===== src/sv/script_source_tokenizer_macros.svh =====
// ---------------------------------------------------------------------------
// script_source_tokenizer_macros.svh
// Assertion macros for the script source tokenizer. They expand to nothing
// when SYNTH is defined.
// ---------------------------------------------------------------------------
`ifndef SCRIPT_SOURCE_TOKENIZER_MACROS_SVH
`define SCRIPT_SOURCE_TOKENIZER_MACROS_SVH

`ifndef SYNTH
// Condition that must hold at every clock edge outside reset.
`define SST_ASSERT_ALWAYS(lbl, cond, msg) \
	lbl: assert property (@(posedge clk) disable iff (!arst_n) (cond)) else $error(msg);
// Antecedent in one cycle implies consequent in the next.
`define SST_ASSERT_NEXT(lbl, ante, cons, msg) \
	lbl: assert property (@(posedge clk) disable iff (!arst_n) (ante) |=> (cons)) \
		else $error(msg);
`else
`define SST_ASSERT_ALWAYS(lbl, cond, msg)
`define SST_ASSERT_NEXT(lbl, ante, cons, msg)
`endif

`endif


===== src/sv/sst_pkg.sv =====
// ---------------------------------------------------------------------------
// sst_pkg
// Types, token codes and keyword tables shared by the tokenizer modules.
// ---------------------------------------------------------------------------
package sst_pkg;

	localparam int MAX_KEYWORD_LEN = 11;
	localparam int NUM_KW = 20;
	localparam int POS_W = 25;
	localparam logic [POS_W-1:0] MAX_SOURCE_BYTES = 25'd16777216;
	localparam logic [POS_W-1:0] MAX_START = 25'd16777215;
	localparam int QDEPTH = 4;

	localparam logic [5:0] T_END = 6'd0;
	localparam logic [5:0] T_UNKNOWN = 6'd1;
	localparam logic [5:0] T_NUMBER = 6'd2;
	localparam logic [5:0] T_SYMBOL = 6'd3;
	localparam logic [5:0] T_STRING = 6'd4;
	localparam logic [5:0] T_PERIOD = 6'd16;
	localparam logic [5:0] T_SEMICOLON = 6'd20;
	localparam logic [5:0] T_KW0 = 6'd33;

	typedef struct packed {
		logic        kind;
		logic [5:0]  token_type;
		logic [23:0] span_start;
		logic [24:0] span_length;
		logic [15:0] line_number;
		logic [15:0] token_ordinal;
		logic        newline_before;
		logic [7:0]  string_char;
		logic        unterminated;
	} sst_res_t;

	localparam logic [87:0] KW_TXT [NUM_KW] = '{
		88'("if"), 88'("fn"), 88'("else"), 88'("for"), 88'("while"),
		88'("print"), 88'("ret"), 88'("and"), 88'("or"), 88'("class"),
		88'("method"), 88'("field"), 88'("constructor"), 88'("inherits"),
		88'("new"), 88'("this"), 88'("super"), 88'("true"), 88'("false"),
		88'("null")};
	localparam logic [3:0] KW_LEN [NUM_KW] = '{
		4'd2, 4'd2, 4'd4, 4'd3, 4'd5, 4'd5, 4'd3, 4'd3, 4'd2, 4'd5,
		4'd6, 4'd5, 4'd11, 4'd8, 4'd3, 4'd4, 4'd5, 4'd4, 4'd5, 4'd4};

	function automatic logic [19:0] ident_feed(input logic [19:0] cand,
		input logic [3:0] il, input logic [7:0] c);
		logic [19:0] r;
		logic [3:0] pos;
		r = cand;
		if (il >= 4'(MAX_KEYWORD_LEN)) begin
			r = '0;
		end else begin
			for (int k = 0; k < NUM_KW; k++) begin
				pos = KW_LEN[k] - il - 4'd1;
				if (il >= KW_LEN[k] || KW_TXT[k][pos*8 +: 8] != c)
					r[k] = 1'b0;
			end
		end
		return r;
	endfunction

	function automatic logic [5:0] ident_type(input logic [19:0] cand,
		input logic [3:0] il);
		logic [5:0] t;
		t = T_SYMBOL;
		for (int k = NUM_KW - 1; k >= 0; k--)
			if (cand[k] && KW_LEN[k] == il) t = T_KW0 + 6'(k);
		return t;
	endfunction

	function automatic logic [5:0] single_op(input logic [7:0] c);
		case (c)
			"*": return 6'd5;
			"%": return 6'd6;
			"/": return 6'd7;
			"^": return 6'd8;
			")": return 6'd9;
			"(": return 6'd10;
			"]": return 6'd11;
			"[": return 6'd12;
			"}": return 6'd13;
			"{": return 6'd14;
			",": return 6'd15;
			".": return 6'd16;
			":": return 6'd17;
			"#": return 6'd18;
			"&": return 6'd19;
			default: return 6'd0;
		endcase
	endfunction

	function automatic logic [5:0] pair_op(input logic [7:0] c);
		case (c)
			"=": return 6'd21;
			"+": return 6'd23;
			"-": return 6'd25;
			"!": return 6'd27;
			">": return 6'd29;
			"<": return 6'd31;
			default: return 6'd0;
		endcase
	endfunction

endpackage


===== src/sv/script_source_tokenizer.sv =====
// ---------------------------------------------------------------------------
// script_source_tokenizer
// Streaming lexer: one source byte per transaction in, token and decoded
// string character results out.
// ---------------------------------------------------------------------------
// Channel  | Handshake           | Payload
// input    | in_valid / in_ready | src_byte, end_of_source
// output   | out_valid/out_ready | kind, token_type, span_start, span_length,
//          |                     | line_number, token_ordinal, newline_before,
//          |                     | string_char, unterminated
//
// Each input transaction is scanned in the cycle it is accepted; its zero to
// three results enter a four-entry result queue behind any queued results
// and leave it one per cycle while out_ready is high. A byte is taken every
// cycle while the queue holds at most one result, so a stream giving at most
// one result per byte runs at one byte per cycle while out_ready stays high.
// Reset returns the scanner to idle at source offset 0 and empties the queue.
// With the output stalled, in_ready falls once the queue holds two results.
// ---------------------------------------------------------------------------
`include "script_source_tokenizer_macros.svh"

module script_source_tokenizer import sst_pkg::*; (
	input  logic        clk,
	input  logic        arst_n,
	input  logic        in_valid,
	output logic        in_ready,
	input  logic [7:0]  src_byte,
	input  logic        end_of_source,
	output logic        out_valid,
	input  logic        out_ready,
	output logic        kind,
	output logic [5:0]  token_type,
	output logic [23:0] span_start,
	output logic [24:0] span_length,
	output logic [15:0] line_number,
	output logic [15:0] token_ordinal,
	output logic        newline_before,
	output logic [7:0]  string_char,
	output logic        unterminated
);

	// Scanner modes.
	localparam logic [3:0] M_IDLE     = 4'd0;
	localparam logic [3:0] M_NUM_INT  = 4'd1;
	localparam logic [3:0] M_NUM_DOT  = 4'd2;
	localparam logic [3:0] M_NUM_FRAC = 4'd3;
	localparam logic [3:0] M_IDENT    = 4'd4;
	localparam logic [3:0] M_SEMI     = 4'd5;
	localparam logic [3:0] M_OP2      = 4'd6;
	localparam logic [3:0] M_STR      = 4'd7;
	localparam logic [3:0] M_ESC      = 4'd8;

	logic [3:0]       mode_q;
	logic [7:0]       pend_q;
	logic [19:0]      cand_q;
	logic [3:0]       ilen_q;
	logic [POS_W-1:0] tbeg_q;
	logic [POS_W-1:0] bpos_q;
	logic [15:0]      line_q;
	logic [15:0]      ord_q;
	logic             snl_q;

	logic [3:0]       m_d;
	logic [7:0]       pend_d;
	logic [19:0]      cand_d;
	logic [3:0]       ilen_d;
	logic [POS_W-1:0] tbeg_d;
	logic [POS_W-1:0] bpos_d;
	logic [15:0]      line_d;
	logic [15:0]      ord_d;
	logic             snl_d;
	logic [1:0]       res_n;
	sst_res_t [2:0]   res;

	logic             in_acc;
	logic             out_acc;
	sst_res_t         head;
	logic [2:0]       qcount;

	// Build one result; the start offset saturates below the source limit.
	function automatic sst_res_t mk(input logic k, input logic [5:0] t,
		input logic [POS_W-1:0] st, input logic [POS_W-1:0] ln,
		input logic [15:0] li, input logic [15:0] od, input logic nl,
		input logic [7:0] ch, input logic un);
		sst_res_t r;
		r.kind = k;
		r.token_type = t;
		r.span_start = (st > MAX_START) ? MAX_START[23:0] : st[23:0];
		r.span_length = ln;
		r.line_number = li;
		r.token_ordinal = od;
		r.newline_before = nl;
		r.string_char = ch;
		r.unterminated = un;
		return r;
	endfunction

	assign in_acc = in_valid && in_ready;
	assign out_acc = out_valid && out_ready;

	// Single-pass scan of the byte against the current scanner state. The
	// blocking variables follow the order in which the state changes, so a
	// token emitted after an ordinal bump sees the bumped count.
	always_comb begin
		logic             eos;
		logic             done;
		logic             dig;
		logic             alp;
		logic             match;
		logic [5:0]       t;
		logic [POS_W-1:0] len0;
		logic [POS_W-1:0] dot;
		logic [POS_W-1:0] s;
		logic [7:0]       c;
		c = src_byte;
		eos = end_of_source || (c == 8'd0);
		dig = (c >= "0") && (c <= "9");
		alp = ((c >= "a") && (c <= "z")) || ((c >= "A") && (c <= "Z")) || (c == "_");
		done = 1'b0;
		m_d = mode_q;
		pend_d = pend_q;
		cand_d = cand_q;
		ilen_d = ilen_q;
		tbeg_d = tbeg_q;
		bpos_d = bpos_q;
		line_d = line_q;
		ord_d = ord_q;
		snl_d = snl_q;
		res_n = '0;
		res = '0;
		len0 = bpos_q - tbeg_q;
		t = '0;
		match = 1'b0;
		dot = '0;
		s = '0;

		case (mode_q)
			M_NUM_INT, M_NUM_FRAC: begin
				if (!eos && dig) begin
					if (bpos_d < MAX_SOURCE_BYTES) bpos_d = bpos_d + 1'b1;
					done = 1'b1;
				end else if (!eos && c == "." && mode_q == M_NUM_INT) begin
					m_d = M_NUM_DOT;
					if (bpos_d < MAX_SOURCE_BYTES) bpos_d = bpos_d + 1'b1;
					done = 1'b1;
				end else begin
					res[res_n] = mk(1'b0, T_NUMBER, tbeg_d, len0, line_d, ord_d, snl_d,
						8'd0, 1'b0);
					res_n = res_n + 2'd1;
					snl_d = 1'b0;
				end
			end
			M_NUM_DOT: begin
				if (!eos && dig) begin
					m_d = M_NUM_FRAC;
					if (bpos_d < MAX_SOURCE_BYTES) bpos_d = bpos_d + 1'b1;
					done = 1'b1;
				end else begin
					dot = (bpos_d > tbeg_d) ? bpos_d - 1'b1 : tbeg_d;
					res[res_n] = mk(1'b0, T_NUMBER, tbeg_d, dot - tbeg_d, line_d, ord_d,
						snl_d, 8'd0, 1'b0);
					res_n = res_n + 2'd1;
					snl_d = 1'b0;
					if (ord_d != 16'hFFFF) ord_d = ord_d + 1'b1;
					res[res_n] = mk(1'b0, T_PERIOD, dot, bpos_d - dot, line_d, ord_d,
						snl_d, 8'd0, 1'b0);
					res_n = res_n + 2'd1;
				end
			end
			M_IDENT: begin
				if (!eos && (alp || dig)) begin
					cand_d = ident_feed(cand_d, ilen_d, c);
					if (ilen_d != 4'd15) ilen_d = ilen_d + 1'b1;
					if (bpos_d < MAX_SOURCE_BYTES) bpos_d = bpos_d + 1'b1;
					done = 1'b1;
				end else begin
					res[res_n] = mk(1'b0, ident_type(cand_d, ilen_d), tbeg_d, len0,
						line_d, ord_d, snl_d, 8'd0, 1'b0);
					res_n = res_n + 2'd1;
					snl_d = 1'b0;
				end
			end
			M_SEMI: begin
				if (!eos && c == ";") begin
					if (bpos_d < MAX_SOURCE_BYTES) bpos_d = bpos_d + 1'b1;
					done = 1'b1;
				end else begin
					res[res_n] = mk(1'b0, T_SEMICOLON, tbeg_d, len0, line_d, ord_d,
						snl_d, 8'd0, 1'b0);
					res_n = res_n + 2'd1;
					snl_d = 1'b0;
				end
			end
			M_OP2: begin
				t = pair_op(pend_q);
				// "++" and "--" repeat the byte; the others pair with "=".
				match = (pend_q == "+" || pend_q == "-") ? (c == pend_q) : (c == "=");
				if (!eos && match) begin
					if (bpos_d < MAX_SOURCE_BYTES) bpos_d = bpos_d + 1'b1;
					res[res_n] = mk(1'b0, t + 6'd1, tbeg_d, bpos_d - tbeg_d, line_d,
						ord_d, snl_d, 8'd0, 1'b0);
					res_n = res_n + 2'd1;
					snl_d = 1'b0;
					m_d = M_IDLE;
					done = 1'b1;
				end else begin
					res[res_n] = mk(1'b0, t, tbeg_d, len0, line_d, ord_d, snl_d,
						8'd0, 1'b0);
					res_n = res_n + 2'd1;
					snl_d = 1'b0;
				end
			end
			M_STR: begin
				if (eos) begin
					res[res_n] = mk(1'b0, T_STRING, tbeg_d, len0, line_d, ord_d, snl_d,
						8'd0, 1'b1);
					res_n = res_n + 2'd1;
					snl_d = 1'b0;
				end else if (c == "\"") begin
					if (bpos_d < MAX_SOURCE_BYTES) bpos_d = bpos_d + 1'b1;
					res[res_n] = mk(1'b0, T_STRING, tbeg_d, bpos_d - tbeg_d, line_d,
						ord_d, snl_d, 8'd0, 1'b0);
					res_n = res_n + 2'd1;
					snl_d = 1'b0;
					m_d = M_IDLE;
					done = 1'b1;
				end else if (c == "\\") begin
					m_d = M_ESC;
					if (bpos_d < MAX_SOURCE_BYTES) bpos_d = bpos_d + 1'b1;
					done = 1'b1;
				end else begin
					res[res_n] = mk(1'b1, T_STRING, bpos_d, 25'd1, line_d, ord_d, 1'b0,
						c, 1'b0);
					res_n = res_n + 2'd1;
					if (bpos_d < MAX_SOURCE_BYTES) bpos_d = bpos_d + 1'b1;
					done = 1'b1;
				end
			end
			M_ESC: begin
				if (eos) begin
					res[res_n] = mk(1'b0, T_STRING, tbeg_d, len0, line_d, ord_d, snl_d,
						8'd0, 1'b1);
					res_n = res_n + 2'd1;
					snl_d = 1'b0;
				end else begin
					s = (bpos_d != '0) ? bpos_d - 1'b1 : '0;
					// Only the n and t escapes produce a character.
					if (c == "n") begin
						res[res_n] = mk(1'b1, T_STRING, s, 25'd2, line_d, ord_d, 1'b0,
							8'd10, 1'b0);
						res_n = res_n + 2'd1;
					end else if (c == "t") begin
						res[res_n] = mk(1'b1, T_STRING, s, 25'd2, line_d, ord_d, 1'b0,
							8'd9, 1'b0);
						res_n = res_n + 2'd1;
					end
					if (bpos_d < MAX_SOURCE_BYTES) bpos_d = bpos_d + 1'b1;
					m_d = M_STR;
					done = 1'b1;
				end
			end
			default: begin
			end
		endcase

		if (!done) begin
			m_d = M_IDLE;
			if (eos) begin
				// END closes the source; the scanner starts over at offset 0.
				if (ord_d != 16'hFFFF) ord_d = ord_d + 1'b1;
				res[res_n] = mk(1'b0, T_END, bpos_d, 25'd0, line_d, ord_d, snl_d,
					8'd0, 1'b0);
				res_n = res_n + 2'd1;
				pend_d = '0;
				cand_d = '1;
				ilen_d = '0;
				tbeg_d = '0;
				bpos_d = '0;
				line_d = '0;
				ord_d = '0;
				snl_d = 1'b0;
			end else if (c == " " || c == "\t" || c == "\r" || c == "\n") begin
				if (c == "\n") begin
					snl_d = 1'b1;
					if (line_d != 16'hFFFF) line_d = line_d + 1'b1;
					ord_d = '0;
				end
				if (bpos_d < MAX_SOURCE_BYTES) bpos_d = bpos_d + 1'b1;
			end else begin
				tbeg_d = bpos_d;
				if (ord_d != 16'hFFFF) ord_d = ord_d + 1'b1;
				if (bpos_d < MAX_SOURCE_BYTES) bpos_d = bpos_d + 1'b1;
				if (dig) begin
					m_d = M_NUM_INT;
				end else if (alp) begin
					cand_d = ident_feed(20'hFFFFF, 4'd0, c);
					ilen_d = 4'd1;
					m_d = M_IDENT;
				end else if (c == "\"") begin
					m_d = M_STR;
				end else if (c == ";") begin
					m_d = M_SEMI;
				end else if (pair_op(c) != 6'd0) begin
					pend_d = c;
					m_d = M_OP2;
				end else begin
					t = single_op(c);
					res[res_n] = mk(1'b0, (t != 6'd0) ? t : T_UNKNOWN, tbeg_d, 25'd1,
						line_d, ord_d, snl_d, 8'd0, 1'b0);
					res_n = res_n + 2'd1;
					snl_d = 1'b0;
				end
			end
		end
	end

	always_ff @(posedge clk or negedge arst_n) begin
		if (!arst_n) begin
			mode_q <= M_IDLE;
			pend_q <= '0;
			cand_q <= '1;
			ilen_q <= '0;
			tbeg_q <= '0;
			bpos_q <= '0;
			line_q <= '0;
			ord_q <= '0;
			snl_q <= 1'b0;
		end else if (in_acc) begin
			mode_q <= m_d;
			pend_q <= pend_d;
			cand_q <= cand_d;
			ilen_q <= ilen_d;
			tbeg_q <= tbeg_d;
			bpos_q <= bpos_d;
			line_q <= line_d;
			ord_q <= ord_d;
			snl_q <= snl_d;
		end
	end

	sst_queue u_queue (
		.clk      (clk),
		.arst_n   (arst_n),
		.push_n   (in_acc ? res_n : 2'd0),
		.push_rec (res),
		.pop      (out_acc),
		.head     (head),
		.count    (qcount)
	);

	// Room for the worst case of three results from the next byte.
	assign in_ready = (qcount <= 3'd1);
	assign out_valid = (qcount != 3'd0);

	assign kind = head.kind;
	assign token_type = head.token_type;
	assign span_start = head.span_start;
	assign span_length = head.span_length;
	assign line_number = head.line_number;
	assign token_ordinal = head.token_ordinal;
	assign newline_before = head.newline_before;
	assign string_char = head.string_char;
	assign unterminated = head.unterminated;

	`SST_ASSERT_ALWAYS(a_queue_bound, qcount <= 3'(QDEPTH), "result queue overflow")
	`SST_ASSERT_NEXT(a_no_result_hold, in_acc && res_n == 2'd0 && !out_acc, qcount == $past(qcount), "queue count moved without traffic")
	`SST_ASSERT_ALWAYS(a_pos_bound, bpos_q <= MAX_SOURCE_BYTES && tbeg_q <= bpos_q, "source position out of range")
	`SST_ASSERT_NEXT(a_end_restart, in_acc && (end_of_source || src_byte == 8'd0), bpos_q == '0 && mode_q == M_IDLE, "end of source did not restart scanner")

endmodule


===== src/sv/sst_queue.sv =====
// ---------------------------------------------------------------------------
// sst_queue
// Result queue: takes up to three results per cycle, hands out one.
// ---------------------------------------------------------------------------
module sst_queue import sst_pkg::*; (
	input  logic               clk,
	input  logic               arst_n,
	input  logic [1:0]         push_n,
	input  sst_res_t [2:0]     push_rec,
	input  logic               pop,
	output sst_res_t           head,
	output logic [2:0]         count
);

	sst_res_t   mem_q [QDEPTH];
	logic [1:0] wr_q;
	logic [1:0] rd_q;
	logic [2:0] cnt_q;

	always_ff @(posedge clk) begin
		for (int i = 0; i < 3; i++)
			if (2'(i) < push_n) mem_q[wr_q + 2'(i)] <= push_rec[i];
	end

	always_ff @(posedge clk or negedge arst_n) begin
		if (!arst_n) begin
			wr_q <= '0;
			rd_q <= '0;
			cnt_q <= '0;
		end else begin
			wr_q <= wr_q + push_n;
			rd_q <= rd_q + 2'(pop);
			cnt_q <= cnt_q + 3'(push_n) - 3'(pop);
		end
	end

	assign head = mem_q[rd_q];
	assign count = cnt_q;

endmodule


===== config.mk =====
export PLATFORM = sky130hd
export DESIGN_NAME = script_source_tokenizer
export DESIGN_NICKNAME = d
export VERILOG_FILES = /design/src/sv/sst_pkg.sv /design/src/sv/script_source_tokenizer.sv /design/src/sv/sst_queue.sv
export VERILOG_INCLUDE_DIRS = /design/src /design/src/sv
export SDC_FILE = /design/constraint.sdc
export NUM_CORES = 2
export LEC_CHECK = 0
export BUFFER_PORTS_ARGS = -buffer_cell sky130_fd_sc_hd__buf_4
export CAP_MARGIN = 25
export CORE_MARGIN = 2
export CORE_UTILIZATION = 55
export CTS_CLUSTER_DIAMETER = 200
export DETAILED_ROUTE_END_ITERATION = 10
export GPL_TIMING_DRIVEN = 1
export PLACE_DENSITY_LB_ADDON = 0.08
export SETUP_SLACK_MARGIN = 0.02
export SKIP_CTS_REPAIR_TIMING = 1
export SYNTH_ARGS = -nofsm -noshare
export SYNTH_HDL_FRONTEND = slang
export SYNTH_SLANG_ARGS = --single-unit
export TNS_END_PERCENT = 20

===== constraint.sdc =====
create_clock -name clk -period 15.1 [get_ports clk]
set_input_delay 3.02 -clock clk [delete_from_list [all_inputs] [get_ports clk]]
set_output_delay 3.02 -clock clk [all_outputs]
set_load 0.03 [all_outputs]

==> flow_summary.toml <==
[die]
floorplan.rows = 98
boundaryPins = 113
fp.coreArea_mm2 = 0.07161
die_area_mm2 = 0.07465
die_x_um = 273.2
die_h_um = 273.2
floorplan.initialDensity_pct = 55.67

[grt]
grt_usage_pct = 41.69
grt_start_max_net_pins = 82
initial_antenna_violation_count = 1
grt_first_pass_wirelength_mm = 233.0
globalRoute.totalOverflow = 0
first_global_vias = 35410

[run]
cap_viol_max_count = 0

[worst_setup_path]
worst_setup_path_end_kind = "flop"
timing.critical_path.required_ps = 15540
worst-r2r-setup-slack_ps = 7080
timing.critical_path.from_type = "input pin"
path_class = "in2reg"
timing.critical_path.arrival_ps = 9420
path_max_fanout = 47

[sta]
postLayoutSetupSlackWorst_ps = 6122
rsz0062_at_grt = "false"
finalWorstPathRequiredPeriod_ps = 8978
max_freq_mhz = 111.4
final_hold_viol_count = 0
setup_skew_after_layout_ps = 53.87
maxSlewHeadroom_pct = 7.776
final_min_period_over_clock_period_pct = 59.45
timing.final.max_slew_violations = 0
fin_setup_tns_ps = 0
final-setup-viol-count = 0
transition_at_the_pin_with_the_smallest_max_transition_slack_ps = 1383

[placement]
place_ws_ps = 5566
portBuffers = 112
dp_hpwl_mm = 110.1
gp_congestion = 1.048
dp_cells = 5260

[drt]
routed_via_density = 7.164
vias = 38526
routedWlPerCell_um = 29.67
drtAntennaViolNets = 0
drt_drc_violations_left = 0
finalWirelength_mm = 159.6
pre_repair_dr_iteration_count = 8
drt_iter0_drc = 5825

[synthesis]
synth.mux.area_fraction_pct = 6.440
largest_family_of_logic_cells_by_synthesized_area = "compound AO/OA/AOI/OAI gates"
synthCells = 4400
seq_area_frac_synth_pct = 37.50
post_synth_edffs = 392
synth_xor_xnor_area_share_pct = 5.624
synthesis.yosys.warnings = 0
synth_ff_type = "edfxtp_1"
syn_area_mm2 = 0.03987
synthArstFlopShare_pct = 24.32
synth.net_count = 4554
synth-adder-area-share_pct = 4.570
synth_simple_gate_area_share_pct = 18.60
netlist-cell-type-count = 108
synth_compound_gate_area_share_pct = 22.87
synth.avg_cell_area_um2 = 9.060
postSynthRegisterBits = 518

[cts]
cts.htree.levels = 2
clock_tree.buffer_depth = 3
worst_skew_pair.late_latency_ps = 690
tritoncts = "done"
clock_sink_total = 518
clk_transition_reported_paths_ps = 60
cts_buffers = 59
clk_root_buffer_cell = "clkbuf_16"

[run_status]
run_status = "complete, no violations"

[power]
vdd_ir_drop_max_v = 0.0002146
fin_total_pwr_mw = 11.17
power_per_cell_area_mw_per_mm2 = 254.8
total_leakage_power_nw = 16.06

[finish]
final_layout_size_suffix_gt1_share_pct = 12.51
antenna_diode_count = 0
nets = 4532
areaGrowthSynthToFinish_pct = 9.940
postLayoutCoreUtil_pct = 61.21
instances_no_fill = 5378

[min_path]
timing.hold.worst.class = "reg2reg"
-- placed cells by master, fill, tap and decap left out, types with 46 or more instances in the layout --
cell / netlist / routed
a21oi_1: 249 / 246
xnor2_1: 158 / 158
nor3_1: 111 / 107
o221ai_1: 93 / 93
ha_1: 136 / 136
a21o_1: 56 / 56
a31oi_1: 64 / 63
a22oi_1: 46 / 46
mux4_2: 98 / 98
dfrtp_1: 106 / 104
and2_1: 108 / 109
nand2_1: 491 / 487
o22ai_1: 127 / 127
buf_4: 3 / 235
nor2_1: 364 / 359
o21ai_0: 351 / 348
xor2_1: 98 / 98
inv_1: 108 / 108
edfxtp_1: 392 / 392
and3_1: 56 / 56
nand3_1: 130 / 129
clkbuf_16: 0 / 59
-- kinds of logic (layout without fill, tap and decap cells) --
| kind of cell | after synthesis | count (layout) |
|---|---|---|
| AOI/OAI and AO/OA | 1370 | 1370 |
| xor gates and xnor gates | 256 | 256 |
| adders and majority gates | 143 | 143 |
| buffers and inverters | 441 | 469 |
| DFF | 518 | 518 |
| muxes | 133 | 133 |
| and+or+nand+nor | 1539 | 1539 |
-- synth_stat cells, drive strengths merged, types with 30 or more instances --
master	number	share of area [%]
mux4	98	5.5
a22oi	46	0.87
edfxtp	392	30
nand2	491	4.6
o31ai	39	0.76
nor4	30	0.53
nor2b	31	0.49
o211ai	33	0.62
nor2	364	3.4
and2	111	1.7
inv	110	1.0
nor3	113	1.4
buf	96	1.1
o21ai	367	4.6
nand2b	41	0.64
ha	136	4.3
o22ai	128	2.0
nand3	130	1.6
or3	38	0.60
o221ai	93	2.0
clkbuf	229	2.2
a21o	56	1.1
a31oi	65	1.0
dfrtp	106	6.7
and3	56	0.88
nand4	40	0.67
xnor2	158	3.5
a21oi	251	3.2
xor2	98	2.2
-- routing by layer --
| metal | GRT usage (%) | wire length [um] |
|---|---|---|
| met2 | 60.05 | 66790 |
| met4 | 18.00 | 7654 |
| met1 | 57.44 | 61340 |
| met3 | 13.61 | 23800 |
| met5 | 0 | 0 |
-- sequential cells by signal, indices dropped and copies added (netlist names) --
name and flops:
ord_q 16, pend_q 8, cand_q 20, ilen_q 4, bpos_q 25, u_queue.wr_q 2, snl_q 1, u_queue.count 3
tbeg_q 25, mode_q 4, u_queue.rd_q 2, line_q 16, u_queue.mem_q 392
-- cell type report --
class,count,area [um2]
clock inverters,46,564.3
multi-input cells,3441,23340
repair buffers,242,1846
clock buffers,65,1499
fillers,6184,27780
inverters,116,435.4
flip-flops and latches,518,14960
well taps,950,1189
-- critical path: stages --
cell and delay, ps:
buf_4 280, nor4_2 650, a31o_4 490, nor4_1 130
o31ai_1 830, nor3_2 250, ha_1 410, nand4b_1 200
or3_1 400, nand2_1 90, buf_4 300, nand2_1 580
nand2_1 890, buf_4 460, nor2_1 80, a211o_1 290
-- through the flow --
step,cell area [um2],hold slack (ps)
floorplan,39870,434.8
global placement,41620,446.7
detailed placement,41700,456.1
CTS,43760,465.6
global route,43830,473.3
finish,43830,462.2
-- power by group --
group / total (mW) / leakage [nW] / switching, mW / internal, mW
combinational: 7.57 / 9.75 / 4.85 / 2.72
sequential: 2.06 / 5.32 / 0.218 / 1.84
clock: 1.54 / 0.984 / 0.657 / 0.880
total: 11.2 / 16.1 / 5.72 / 5.45
-- path summary, 6_finish.rpt --
path | from | to | depth (start not counted)
worst max-delay path | src_byte[4] | u_queue.mem_q[1][86] | 16
worst min-delay path | cand_q[14] | cand_q[14] | 2
worst max register to register | bpos_q[0] | u_queue.mem_q[0][66] | 28
worst min register to register | cand_q[14] | cand_q[14] | 2
max in group asynchronous | arst_n | bpos_q[6] | 2
min in group asynchronous | arst_n | ilen_q[1] | 1
No activity file was read; power rests on OpenSTA's default activity.
